$ cat src/rtl/assert_macros.svh
`ifndef ASSERT_MACROS_SVH
`define ASSERT_MACROS_SVH

// concurrent checks, disabled while reset is low

`ifndef SYNTHESIS

`define TTC_ASSERT_IMPLY(lbl, clk, rstn, ante, cons) \
	lbl: assert property (@(posedge clk) disable iff (!rstn) (ante) |-> (cons)) \
		else $error("implication check failed");

`define TTC_ASSERT_NEXT(lbl, clk, rstn, ante, cons) \
	lbl: assert property (@(posedge clk) disable iff (!rstn) (ante) |=> (cons)) \
		else $error("next-cycle check failed");

`else

`define TTC_ASSERT_IMPLY(lbl, clk, rstn, ante, cons)

`define TTC_ASSERT_NEXT(lbl, clk, rstn, ante, cons)

`endif

`endif

$ cat src/rtl/ttc_pkg.sv
`default_nettype none

package ttc_pkg;

	localparam int MinCellMvDef = 3000;
	localparam int MaxCellMvDef = 4200;

	localparam int CoefW  = 48;
	localparam int ThrW   = 32;
	localparam int VoltW  = 24;
	localparam int CmdW   = 16;
	localparam int RadW   = 98;
	localparam int RootW  = 49;
	localparam int RemW   = 51;
	localparam int DW     = 49;
	localparam int DenW   = 50;
	localparam int QW     = 16;

	typedef enum logic [2:0] {
		REG_COEF_QUAD   = 3'd0,
		REG_COEF_LIN    = 3'd1,
		REG_COEF_OFF    = 3'd2,
		REG_COMP_EN     = 3'd3,
		REG_RATIO_SLOPE = 3'd4,
		REG_RATIO_ICPT  = 3'd5,
		REG_CELL_COUNT  = 3'd6
	} reg_idx_t;

	typedef struct packed {
		logic [DW-1:0] d;
		logic          skipped;
		logic          invalid;
	} side_t;

	typedef struct packed {
		logic [RadW-1:0]  rad;
		logic [RemW-1:0]  rem;
		logic [RootW-1:0] root;
		side_t            side;
	} sq_t;

	typedef struct packed {
		logic [DenW-1:0] rem;
		logic [QW-1:0]   nlo;
		logic [QW-1:0]   quo;
		logic [DenW-1:0] den;
		logic            skipped;
		logic            invalid;
		logic            neg;
		logic            sat;
	} dv_t;

endpackage

`default_nettype wire

$ cat src/rtl/ttc_div_cell.sv
`default_nettype none

module ttc_div_cell import ttc_pkg::*; (
	input  logic clk,
	input  logic arst_n,
	input  logic en,
	input  logic in_valid,
	input  dv_t  din,
	output logic out_valid,
	output dv_t  dout
);

	logic [DenW:0] rem_sh;
	logic          fits;
	dv_t           nxt;
	dv_t           dout_q;
	logic          valid_q;

	always_comb begin
		rem_sh  = {din.rem, din.nlo[QW-1]};
		fits    = rem_sh >= {1'b0, din.den};
		nxt     = din;
		nxt.nlo = {din.nlo[QW-2:0], 1'b0};
		if (fits) begin
			nxt.rem = DenW'(rem_sh - {1'b0, din.den});
			nxt.quo = {din.quo[QW-2:0], 1'b1};
		end else begin
			nxt.rem = rem_sh[DenW-1:0];
			nxt.quo = {din.quo[QW-2:0], 1'b0};
		end
	end

	always_ff @(posedge clk or negedge arst_n) begin
		if (!arst_n) begin
			valid_q <= 1'b0;
		end else if (en) begin
			valid_q <= in_valid;
		end
	end

	always_ff @(posedge clk) begin
		if (en) begin
			dout_q <= nxt;
		end
	end

	assign out_valid = valid_q;
	assign dout      = dout_q;

endmodule

`default_nettype wire

$ cat config.mk
export PLATFORM = sky130hd
export DESIGN_NAME = ttc_div_cell
export DESIGN_NICKNAME = d
export VERILOG_FILES = /design/src/rtl/assert_macros.svh /design/src/rtl/ttc_pkg.sv /design/src/rtl/ttc_div_cell.sv
export SDC_FILE = /design/constraint.sdc
export NUM_CORES = 1
export LEC_CHECK = 0
export BUFFER_PORTS_ARGS = -buffer_cell sky130_fd_sc_hd__buf_4
export CAP_MARGIN = 5
export CORE_ASPECT_RATIO = 0.6
export CORE_MARGIN = 2
export CORE_UTILIZATION = 35
export CTS_BUF_LIST = sky130_fd_sc_hd__clkbuf_8
export DETAILED_ROUTE_END_ITERATION = 7
export GPL_TIMING_DRIVEN = 1
export SLEW_MARGIN = 25
export SYNTH_ARGS = -nofsm -noshare
export SYNTH_HDL_FRONTEND = slang
export SYNTH_SLANG_ARGS = --single-unit
$ cat constraint.sdc
create_clock -name clk -period 0.8 [get_ports clk]
set_input_delay 0.16 -clock clk [delete_from_list [all_inputs] [get_ports clk]]
set_output_delay 0.16 -clock clk [all_outputs]
set_load 0.05 [all_outputs]
==> impl_metrics.csv <==
group,metric,value,unit
final_layout,final_nets,1546,
synth,async_reset_ff_frac,0.00735,
synth,ys_top_cells_by_count,"edfxtp_1 (135), nand2_1 (84), o21ai_0 (69)",
setup_path,required,1030,ps
route,drtIter0Drc,545,
sta,drv_slew,0,
final_layout,area_growth,99.0,%
sta,min_period,2480,ps
setup_path,critPathKind,"in -> reg",
synth,synth-edff-count,135,
synth,synth_top_area_frac,0.516,
place,io_buffers,274,
synth,synth.avg_cell_area,10.7,sq um
cts,htreeDepth,4,
sta,fin_skew,0,ps
synth,ys_seq_elements,136,
min_path,hold_class,"in -> reg",
route,wl_per_cell,18.1,microns
global_routing,gr-total-overflow,0,
sta,rsz0062_at_grt,"yes",
synth,yosysMostFrequentCell,"edfxtp_1",
synth,syn_nets,924,
setup_path,cp_max_fo,6,
global_routing,grt_pass1_vias,8306,
setup_path,cp-start-kind,"input port",
sta,worstMarginPinSlew,540,ps
final_layout,drive_above_1_share,0.550,
status,violations,"setup timing",
floorplanning,fp-row-count,42,
place,place_hpwl,20600,microns
synth,synth_area_leaders,"edfxtp_1 (52%), ha_1 (8.0%), o21ai_0 (4.4%)",
place,place_congestion,0.903,
floorplanning,start_util,0.357,
cts,cts_tree,"built",
sta,period_share,3.09,
synth,synth_ff_type,"edfxtp_1",
place,placedInstanceArea,12000,sq um
global_routing,grt_use_total,0.248,
power_and_ir_drop,powerDensity,1770,nW/um^2
cts,cts_buffers,17,
synth,yosysWarnings,0,
global_routing,grt_pass1_wl,45000,microns
route,wl,29900,microns
power_and_ir_drop,leakage,6.82,nW
global_routing,antenna_found_initial,0,
floorplanning,dieArea,23700,sq um
cts,cts-root-buf,"clkbuf_8",
route,drc,0,
sta,finalHoldViolCount,0,
floorplanning,die_h,120,microns
synth,yosysTopAreaCell,"edfxtp_1",
sta,postLayoutSetupSlackWorst,-1680,ps
final_layout,fill_cells,1504,
synth,syn_inst,733,
final_layout,stdcell_count,1654,
place,dp_cells,1470,
flow_run,cap_violations,0,
status,status,"finished, violations left",
cts,clock-sinks,136,
sta,max_freq,0.404,GHz
cts,clk_pin_slew,90,ps
final_layout,fin_area,15600,sq um
route,ant_nets,0,
final_layout,n_antenna_cell,0,
route,dr.pass1.iters,5,
route,viasPerCell,4.97,
floorplanning,die_w,197,microns
floorplanning,core_region_area,22000,sq um
cts,clk_latency,460,ps
route,vias,8217,
synth,synth_area,7850,sq um
global_routing,grt_max_degree,19,
sta,setup_violations,187,
floorplanning,io_pins,277,
power_and_ir_drop,power.total,27.7,mW
setup_path,endpoint_kind,"flip-flop",
setup_path,crit_arrival,2710,ps
sta,max-slew-margin-rel,0.636,
sta,holdWs,9.94,ps
synth,yosysSeqAreaShare,0.519,
power_and_ir_drop,ir_drop,0.00148,V
synth,ys_types,72,
cts,clock_path_buffers,2,
what timing repair did:
action | CTS | global route
setup endpoints to repair | 187 | 187
gates resized for setup | 284 | 146
pin swaps | 51 | 52
hold buffers | 108 | 10
setup buffers | 16 | 16
gates cloned | 3 | 1
hold endpoints to repair | 108 | 12
logic make-up after synthesis:
group / count (synthesis) / share of synthesized area
AND/OR/NAND/NOR: 189 / 0.119
AO/OA/AOI/OAI: 216 / 0.170
buffers and inverters: 91 / 0.0518
adder cells (fa/ha/maj): 51 / 0.0822
multiplexers: 7 / 0.0104
XOR/XNOR: 42 / 0.0468
other: 1 / 0.000477
flip-flops: 136 / 0.519
flip-flops by register name (all words and copies together) (netlist names):
register	cells
dout	135
out_valid	1
routing by layer:
metal	track usage	wire, microns	part of all wire	vias up
met5	0	0	0	-
met4	0.0423	221	0.0074	0
met3	0.0638	2140	0.072	16
met2	0.385	13500	0.45	278
met1	0.354	14100	0.47	3973
li1	-	-	-	3950
metrics by stage:
| step | util | setup slack, ps | setup TNS [ps] |
|---|---|---|---|
| after global placement | 0.546 | -2170 | -109360 |
| after floorplan | - | -1850 | -78770 |
| after global routing | 0.710 | -1740 | -134300 |
| final | 0.710 | -1680 | -123370 |
| after detailed placement | 0.546 | -2260 | -113740 |
| after CTS | 0.676 | -1620 | -123580 |
path summary, 6_finish.rpt:
kind / startpoint / endpoint / slack (ps) / depth (start not counted)
max: din[85] / dout[134] / -1680 / 14
min: din[104] / dout[105] / 10 / 2
max reg2reg: out_valid / out_valid / 20 / 1
min reg2reg: out_valid / out_valid / 540 / 1
max in group asynchronous: arst_n / out_valid / 150 / 3
min in group asynchronous: arst_n / out_valid / 530 / 3
critical path, stage by stage:
cell	delay, ps
buf_12	110
inv_12	40
ha_4	130
inv_2	40
fa_2	340
a211oi_2	250
o211ai_1	160
nand4_1	160
a21oi_2	90
or3_4	350
a211o_4	400
a211oi_2	220
xor2_1	180
o21ai_1	70
where the power goes:
part	internal [mW]	total [mW]	leakage, nW	switching (mW)
combinational	5.70	12.5	5.29	6.79
sequential	8.83	9.22	1.33	0.387
clock	3.03	5.95	0.203	2.91
total	17.6	27.7	6.82	10.1
area by class of cell:
| type | count | area, sq um | area share |
|---|---|---|---|
| clock inverters | 15 | 161 | 0.0103 |
| multi-input cells | 506 | 4580 | 0.293 |
| clock buffers | 17 | 234 | 0.0150 |
| inverters | 65 | 289 | 0.0185 |
| repair buffers | 629 | 5930 | 0.379 |
| well taps | 286 | 358 | 0.0229 |
| flip-flops and latches | 136 | 4080 | 0.261 |
cells in the final DEF, fill, tap and decap left out, types with 17 or more instances in the layout:
cell type,count
ha_4,33
nor2_1,21
xnor2_1,21
clkbuf_8,17
o21ai_2,28
buf_12,17
o21ai_1,20
nand2_2,20
buf_4,324
nand2_4,25
buf_6,159
inv_1,45
dlygate4sd3_1,118
edfxtp_1,135
a21o_1,22
o21ai_0,21
nand2_1,39
a21oi_1,46
xor2_1,20
Note: power is estimated with default switching activity, not from simulation.
