`config.mk`:
```
export PLATFORM = sky130hd
export DESIGN_NAME = ttc_sqrt_cell
export DESIGN_NICKNAME = d
export VERILOG_FILES = /design/src/rtl/assert_macros.svh /design/src/rtl/ttc_pkg.sv /design/src/rtl/ttc_sqrt_cell.sv
export SDC_FILE = /design/constraint.sdc
export NUM_CORES = 1
export LEC_CHECK = 0
export BUFFER_PORTS_ARGS = -buffer_cell sky130_fd_sc_hd__buf_2
export CAP_MARGIN = 10
export CORE_AREA = 2 2 194 196
export DETAILED_ROUTE_END_ITERATION = 10
export DIE_AREA = 0 0 196 198
export MAX_ROUTING_LAYER = met4
export PLACE_DENSITY_LB_ADDON = 0.3
export SLEW_MARGIN = 20
export SYNTH_ARGS = -nofsm -noshare
export SYNTH_HDL_FRONTEND = slang
export SYNTH_SLANG_ARGS = --single-unit
export TNS_END_PERCENT = 100
```
`constraint.sdc`:
```
create_clock -name clk -period 0.8 [get_ports clk]
set_input_delay 0.16 -clock clk [delete_from_list [all_inputs] [get_ports clk]]
set_output_delay 0.16 -clock clk [all_outputs]
set_load 0.01 [all_outputs]
```
`src/rtl/assert_macros.svh`:
```
`ifndef ASSERT_MACROS_SVH
`define ASSERT_MACROS_SVH

// concurrent checks, disabled while reset is low

`ifndef SYNTHESIS

`define TTC_ASSERT_IMPLY(lbl, clk, rstn, ante, cons) \
	lbl: assert property (@(posedge clk) disable iff (!rstn) (ante) |-> (cons)) \
		else $error("implication check failed");

`define TTC_ASSERT_NEXT(lbl, clk, rstn, ante, cons) \
	lbl: assert property (@(posedge clk) disable iff (!rstn) (ante) |=> (cons)) \
		else $error("next-cycle check failed");

`else

`define TTC_ASSERT_IMPLY(lbl, clk, rstn, ante, cons)

`define TTC_ASSERT_NEXT(lbl, clk, rstn, ante, cons)

`endif

`endif

```
`src/rtl/ttc_pkg.sv`:
```
`default_nettype none

package ttc_pkg;

	localparam int MinCellMvDef = 3000;
	localparam int MaxCellMvDef = 4200;

	localparam int CoefW  = 48;
	localparam int ThrW   = 32;
	localparam int VoltW  = 24;
	localparam int CmdW   = 16;
	localparam int RadW   = 98;
	localparam int RootW  = 49;
	localparam int RemW   = 51;
	localparam int DW     = 49;
	localparam int DenW   = 50;
	localparam int QW     = 16;

	typedef enum logic [2:0] {
		REG_COEF_QUAD   = 3'd0,
		REG_COEF_LIN    = 3'd1,
		REG_COEF_OFF    = 3'd2,
		REG_COMP_EN     = 3'd3,
		REG_RATIO_SLOPE = 3'd4,
		REG_RATIO_ICPT  = 3'd5,
		REG_CELL_COUNT  = 3'd6
	} reg_idx_t;

	typedef struct packed {
		logic [DW-1:0] d;
		logic          skipped;
		logic          invalid;
	} side_t;

	typedef struct packed {
		logic [RadW-1:0]  rad;
		logic [RemW-1:0]  rem;
		logic [RootW-1:0] root;
		side_t            side;
	} sq_t;

	typedef struct packed {
		logic [DenW-1:0] rem;
		logic [QW-1:0]   nlo;
		logic [QW-1:0]   quo;
		logic [DenW-1:0] den;
		logic            skipped;
		logic            invalid;
		logic            neg;
		logic            sat;
	} dv_t;

endpackage

`default_nettype wire

```
`src/rtl/ttc_sqrt_cell.sv`:
```
`default_nettype none

module ttc_sqrt_cell import ttc_pkg::*; (
	input  logic clk,
	input  logic arst_n,
	input  logic en,
	input  logic in_valid,
	input  sq_t  din,
	output logic out_valid,
	output sq_t  dout
);

	logic [RemW+1:0] rem_sh;
	logic [RemW-1:0] trial;
	logic            fits;
	sq_t             nxt;
	sq_t             dout_q;
	logic            valid_q;

	always_comb begin
		rem_sh = {din.rem, din.rad[RadW-1 -: 2]};
		trial  = {din.root, 2'b01};
		fits   = rem_sh >= {2'b00, trial};
		nxt    = din;
		nxt.rad = {din.rad[RadW-3:0], 2'b00};
		if (fits) begin
			nxt.rem  = RemW'(rem_sh - {2'b00, trial});
			nxt.root = {din.root[RootW-2:0], 1'b1};
		end else begin
			nxt.rem  = rem_sh[RemW-1:0];
			nxt.root = {din.root[RootW-2:0], 1'b0};
		end
	end

	always_ff @(posedge clk or negedge arst_n) begin
		if (!arst_n) begin
			valid_q <= 1'b0;
		end else if (en) begin
			valid_q <= in_valid;
		end
	end

	always_ff @(posedge clk) begin
		if (en) begin
			dout_q <= nxt;
		end
	end

	assign out_valid = valid_q;
	assign dout      = dout_q;

endmodule

`default_nettype wire

```
==> summary.md, run 1 <==
| Metric | Value |
|---|---|
| WL/cell | 20.6 um |
| Vias in the first global route | 11,000 |
| Die H | 198 um |
| Initial antenna violation count | 10 |
| Final Hold Viols | 0 |
| Worst-Skew Late Latency | 0.55 ns |
| Clock tree from TritonCTS | yes |
| Post-Syn Instances | 791 |
| TritonRoute pass-1 iters | 5 |
| Most frequent cells in the layout | buf_2 (451), edfxtp_1 (247), dlygate4sd3_1 (238) |
| R2r setup slk | 0.05 ns |
| Sequential cell area | 7440 um2 |
| Clock Root Buffer | clkbuf_16 |
| Max frequency | 0.407 GHz |
| CP Launch Type | primary input |
| DRC Markers | 0 |
| Final worst slack | -1.66 ns |
| Clk_skew | 0 ns |
| Top Ports | 503 |
| Core Area | 37,000 um2 |
| Post-synth ARST share | 0.403% |
| Final Setup Violations | 300 |
| #FFs+latches synth | 248 |
| Starting DRC count in detailed routing | 593 |
| Post-DP HPWL | 34,900 um |
| Min-delay src | din[121] |
| TNS Setup | -190.81 ns |
| H-tree Lvls | 1 |
| Vias per cell | 4.59 |
| Syn avg cell area | 14.7 um2 |
| Sequential share of the synthesized area | 64.2% |
| Power Dens Cells | 1950 nW/um2 |
| Worst r2r src | out_valid |
| Yosys Warn Count | 0 |
| DIE AREA | 38,800 um2 |
| Die Width | 196 um |
| Cell Area, Synth | 11,600 um2 |
| Row Count | 71 |
| Share of cells above drive strength 1 | 50.4% |
| Status | finished with violations |
| Setup WS pre-CTS | -2.45 ns |
| Max-cap violations | 0 |
| Worst ir drop on vdd | 1490 uV |
| Min-delay worst type | primary input to register |
| WP data required | 1.10 ns |
| Worst hold margin | 0.0207 ns |
| CTS max path bufs | 3 |
| Synth unique cells | 71 |
| Area grow syn2layout | 78.5% |
| EDFF count, synth | 247 |
| Top FF cell, synth | edfxtp_1 |
| Total track usage | 23.8% |
| Fill cells | 3,067 |
| Final net count | 2,085 |
| CTS sink count | 248 |
| Port Buf Inserts | 500 |
| CTS buffer count | 29 |
| Crit Path Class | primary input to register |
| Pin count of the biggest net entering global routing | 54 |
| Failing checks | setup timing |
| Crit path max fanout | 7 |
| Max-slew violation count | 0 |
| First-pass GRT wire length | 67,100 um |
| Detailed-route via count | 10,500 |
| Fin util | 56.0% |
| Worst EP arrival | 2.76 ns |
| Min cycle time layout | 2.46 ns |
| Commonest non-fill, non-tap cell in the layout | buf_2 |
| Final period util | 307% |
| GPL Wtd Cong | 0.874 |
| Initial Util | 31.4% |
| Clock slew at reported path FFs | 0.06 ns |
| ANT nets after route | 0 |
| Crit end category | register |
| Leakage power | 9.34 nW |
| Post-Route WL | 47,100 um |
| Total grt overflow | 0 |
| CP startpoint | din[60] |
| Multi-input logic area | 4120 um2 |
| Unrepaired setup endpoints after global routing | yes |
## critical path, stage by stage
cell and delay [ns]:
buf_2 0.11, inv_1 0.07, ha_4 0.29, buf_4 0.13, nand4_1 0.21, buf_4 0.23, nor4_4 0.21, buf_4 0.15
and4_1 0.23, a221oi_4 0.05, a21oi_4 0.25, buf_12 0.20, clkbuf_16 0.16, mux2_4 0.29
## state kept, by name (all words and copies together) (netlist names)
signal,count
dout,247
out_valid,1
## cell type report
type	instances	share of cell area [%]
flip-flops and latches	248	36.0
clock inverters	17	0.931
multi-input cells	458	19.9
clock buffers	36	3.63
diodes	10	0.121
repair buffers	981	35.4
inverters	63	1.23
well taps	474	2.87
## cells in the mapped netlist (2+ instances only)
library cell  instances  area, um2
a2111oi_0             2       17.5
a211o_1               2       17.5
a211oi_1              6       45.0
a21o_1               19        143
a21o_2                3       26.3
a21oi_1              52        260
a21oi_2               2       17.5
a31oi_1               8       50.1
and2_1                3       18.8
and3_1                7       43.8
and4_1                3       26.3
buf_12                5        100
buf_2                 2       10.0
buf_4                 4       30.0
buf_6                 5       56.3
clkbuf_1              2       7.51
clkbuf_8              3       41.3
edfxtp_1            247       7420
ha_1                 51        638
inv_1                63        236
mux2_2                3       33.8
mux2_4               44        661
mux2i_1               5       50.1
nand2_1              41        154
nand2b_1              7       43.8
nand3_1              10       50.1
nand4_1              16        100
nor2_1               30        113
nor2b_1               6       37.5
nor3_1                7       35.0
nor4_1                5       31.3
o21a_1                7       52.6
o21ai_0              28        140
o21ai_1               2       10.0
o21bai_1              8       60.1
o311ai_0              2       17.5
o31ai_1               2       15.0
o41ai_1               2       17.5
xnor2_1              28        245
xor2_1               18        158
## where the power goes
part,total (mW),switching (mW),internal [mW],leakage [nW]
clock,13.3,5.41,7.93,0.447
combinational,10.7,4.89,5.80,6.47
sequential,16.3,0.434,15.8,2.43
## per-stage QoR
| step | total power [mW] | instance area [um2] | std cells |
|---|---|---|---|
| after CTS | 40.2 | 20200 | 2262 |
| after global placement | 25.2 | 16400 | 1956 |
| after global routing | 42.0 | 20700 | 2287 |
| after floorplan | 20.7 | 11800 | 792 |
| after detailed placement | 25.2 | 16400 | 1956 |
| final | 40.3 | 20700 | 2287 |
## metal layers
metal	track usage, %	wire length, um	up-vias
met5	-	0	-
met4	8.39	1770	0
met3	5.94	3440	78
met2	39.8	22700	421
met1	27.9	19200	5017
li1	-	-	4984
## cell families (layout without fill, tap and decap cells)
kind of cell    Yosys count  in the layout  synth area share [%]
compound gates          164            164                  9.77
xor+xnor                 46             46                  3.48
fa+ha+maj                51             51                  5.50
buf+inv                  86           1097                  4.28
flops                   248            248                  64.2
mux                      52             52                  6.42
other cells               1             12                0.0323
simple gates            143            143                  6.31
## worst paths after layout
| path | end | cells after the start |
|---|---|---|
| min in group asynchronous | out_valid | 3 |
| setup reg to reg | out_valid | 1 |
| max in group asynchronous | out_valid | 3 |
| hold reg to reg | out_valid | 1 |
| hold / removal | dout[123] | 3 |
| setup / recovery | dout[121] | 14 |
## timing repair
item | CTS | global route
setup endpoints to repair | 300 | 300
resized for setup | 100 | 64
hold buffers | 238 | 0
pin swaps | 24 | 35
buffers inserted | 15 | 12
cloned | 0 | 3
hold endpoints to repair | 242 | 0
Power figures use the tool's default switching activity.
==> inputs of run 2 (changes only) <==
Settings changed: SKIP_LAST_GASP set to 1.
==> summary.md, run 2 (synthesis results as in run 1) <==
| Metric | Value |
|---|---|
| Failing checks | setup timing (unchanged) |
| CP Launch Type | primary input (unchanged) |
| Clock tree from TritonCTS | yes (unchanged) |
| CTS sink count | 248 (unchanged) |
| Fill cells | 3,049 (was 3,067) |
| Worst r2r src | out_valid (unchanged) |
| Critical path cell sequence | buf_2 > inv_1 > ha_4 > buf_4 > nand4_1 > buf_4 > nor4_4 > buf_4 > and4_4 > a221oi_4 > a21oi_4 > buf_12 > clkbuf_16 > mux2_4 (was buf_2 > inv_1 > ha_4 > buf_4 > nand4_1 > buf_4 > nor4_4 > buf_4 > and4_1 > a221oi_4 > a21oi_4 > buf_12 > clkbuf_16 > mux2_4) |
| Max reg flops | 247 (unchanged) |
| Total grt overflow | 0 (unchanged) |
| WHS Path Cells | 3 (unchanged) |
| Area grow syn2layout | 79.4% (was 78.5%) |
| Slowest CP cell | ha_4 (unchanged) |
| Most frequent cell on the critical path | buf_4 (unchanged) |
| Total track usage | 23.8% (unchanged) |
| Worst EP arrival | 2.75 ns (was 2.76 ns) |
| Post-DP HPWL | 34,900 um (unchanged) |
| Initial antenna violation count | 10 (unchanged) |
| Most frequent cells in the layout | buf_2 (450), edfxtp_1 (247), dlygate4sd3_1 (238) (was buf_2 (451), edfxtp_1 (247), dlygate4sd3_1 (238)) |
| Detailed-route via count | 10,500 (about the same) |
| R2r setup slk | 0.05 ns (about the same) |
| Pin count of the biggest net entering global routing | 54 (unchanged) |
| Vias in the first global route | 11,000 (about the same) |
| Max frequency | 0.408 GHz (was 0.407 GHz) |
| Unrepaired setup endpoints after global routing | yes (unchanged) |
| Final period util | 306% (was 307%) |
| Post-Route WL | 47,100 um (about the same) |
| Core Area | 37,000 um2 (unchanged) |
| H-tree Lvls | 1 (unchanged) |
| Max-slew violation count | 0 (unchanged) |
| GPL Wtd Cong | 0.874 (unchanged) |
| CTS buffer count | 29 (unchanged) |
| Vias per cell | 4.59 (about the same) |
| TritonRoute pass-1 iters | 4 (was 5) |
| ANT nets after route | 0 (unchanged) |
| Worst Reg2Reg Path Length in Cells | 1 (unchanged) |
| Placed Area | 16,400 um2 (unchanged) |
| Status | finished with violations (unchanged) |
| Final Hold Viols | 0 (unchanged) |
| Slowest stage delay, CP | 0.29 ns (about the same) |
| Die H | 198 um (unchanged) |
| WP data required | 1.10 ns (about the same) |
| Final worst slack | -1.65 ns (was -1.66 ns) |
| Final net count | 2,088 (was 2,085) |
| Share of cells above drive strength 1 | 50.9% (was 50.4%) |
| Initial Util | 31.4% (unchanged) |
| Clock Root Buffer | clkbuf_16 (unchanged) |
| TNS Setup | -190.36 ns (was -190.81 ns) |
| Crit end category | register (unchanged) |
| Leakage power | 9.36 nW (was 9.34 nW) |
| Max-cap violations | 0 (unchanged) |
| Min cycle time layout | 2.45 ns (was 2.46 ns) |
| CTS max path bufs | 3 (unchanged) |
| Final Setup Violations | 300 (unchanged) |
| First-pass GRT wire length | 67,100 um (unchanged) |
| Crit path max fanout | 7 (unchanged) |
| Fin area | 20,800 um2 (was 20,700 um2) |
| Crit path buffers/inverters | 7 (unchanged) |
| Power Dens Cells | 1940 nW/um2 (was 1950 nW/um2) |
| Min-delay src | din[146] (was din[121]) |
| Row Count | 71 (unchanged) |
| Die Width | 196 um (unchanged) |
| Port Buf Inserts | 500 (unchanged) |
| CP top delay family | buffers and inverters (unchanged) |
| Top Ports | 503 (unchanged) |
| DIE AREA | 38,800 um2 (unchanged) |
| WL/cell | 20.6 um (about the same) |
| Clk_skew | 0 ns (unchanged) |
| DRC Markers | 0 (unchanged) |
| Min-delay worst type | primary input to register (unchanged) |
| WHS Endpoint | dout[148] (was dout[123]) |
| Commonest non-fill, non-tap cell in the layout | buf_2 (unchanged) |
| Worst ir drop on vdd | 1490 uV (about the same) |
| Worst-Skew Late Latency | 0.55 ns (about the same) |
| Crit Path Class | primary input to register (unchanged) |
| Reg2Reg Capture Point | out_valid (unchanged) |
| Starting DRC count in detailed routing | 598 (was 593) |
| Clock slew at reported path FFs | 0.06 ns (about the same) |
-- run 2: stage by stage --
stage          cells  hold WS (ns)  power [mW]  utilization (%)  setup WS [ns]
3_5_place_dp    1956       -0.0613        25.2             44.4          -2.45
4_1_cts         2262       -0.0193        40.2             54.8          -1.65
5_1_grt         2290       0.00128        42.1             56.3          -1.73
6_report        2290        0.0229        40.4             56.3          -1.65
3_3_place_gp    1956       -0.0657        25.2             44.4          -2.42
2_1_floorplan    792        -0.136        20.7                -          -1.87
-- run 2: where the power goes --
group | switching (mW) | internal, mW | total, mW
clock | 5.41 | 7.93 | 13.3
sequential | 0.433 | 15.8 | 16.3
combinational | 4.93 | 5.86 | 10.8
total | 10.8 | 29.6 | 40.4
-- run 2: area by class of cell --
class                           count  area (um2)  share of cell area (%)
Sequential cell                   248        7440                    35.8
Timing Repair Buffer              984        7360                    35.4
Clock buffer                       36         752                    3.62
Clock inverter                     17         193                   0.927
Multi-Input combinational cell    458        4180                    20.1
Antenna cell                       10        25.0                   0.120
Tap cell                          474         593                    2.85
Inverter                           63         254                    1.22
-- run 2: routing by layer --
| metal | up-vias | routed length [um] | track usage (%) |
|---|---|---|---|
| met2 | 417 | 22700 | 39.8 |
| met3 | 80 | 3450 | 5.94 |
| li1 | 4993 | - | - |
| met4 | 0 | 1820 | 8.39 |
| met1 | 5028 | 19100 | 27.9 |
| met5 | - | 0 | - |
-- run 2: what timing repair did --
| item | 4_1_cts | 5_1_grt |
|---|---|---|
| hold buffers | 238 | 0 |
| endpoints found under the setup margin | 300 | 300 |
| pin swaps | 23 | 39 |
| gates cloned | 0 | 3 |
| gates resized for setup | 97 | 83 |
| hold endpoints to repair | 242 | 0 |
| setup buffers | 15 | 15 |
-- run 2: worst max-delay path by stage --
| stage | from | end | slack (ns) | cells past startpoint |
|---|---|---|---|---|
| 3_3_place_gp | din[54] | dout[150] | -2.42 | 14 |
| 2_1_floorplan | din[51] | dout[103] | -1.87 | 13 |
| 4_1_cts | din[54] | dout[150] | -1.65 | 14 |
| 3_5_place_dp | din[54] | dout[150] | -2.45 | 14 |
| 6_report | din[60] | dout[121] | -1.65 | 14 |
| 5_1_grt | din[103] | dout[148] | -1.73 | 14 |
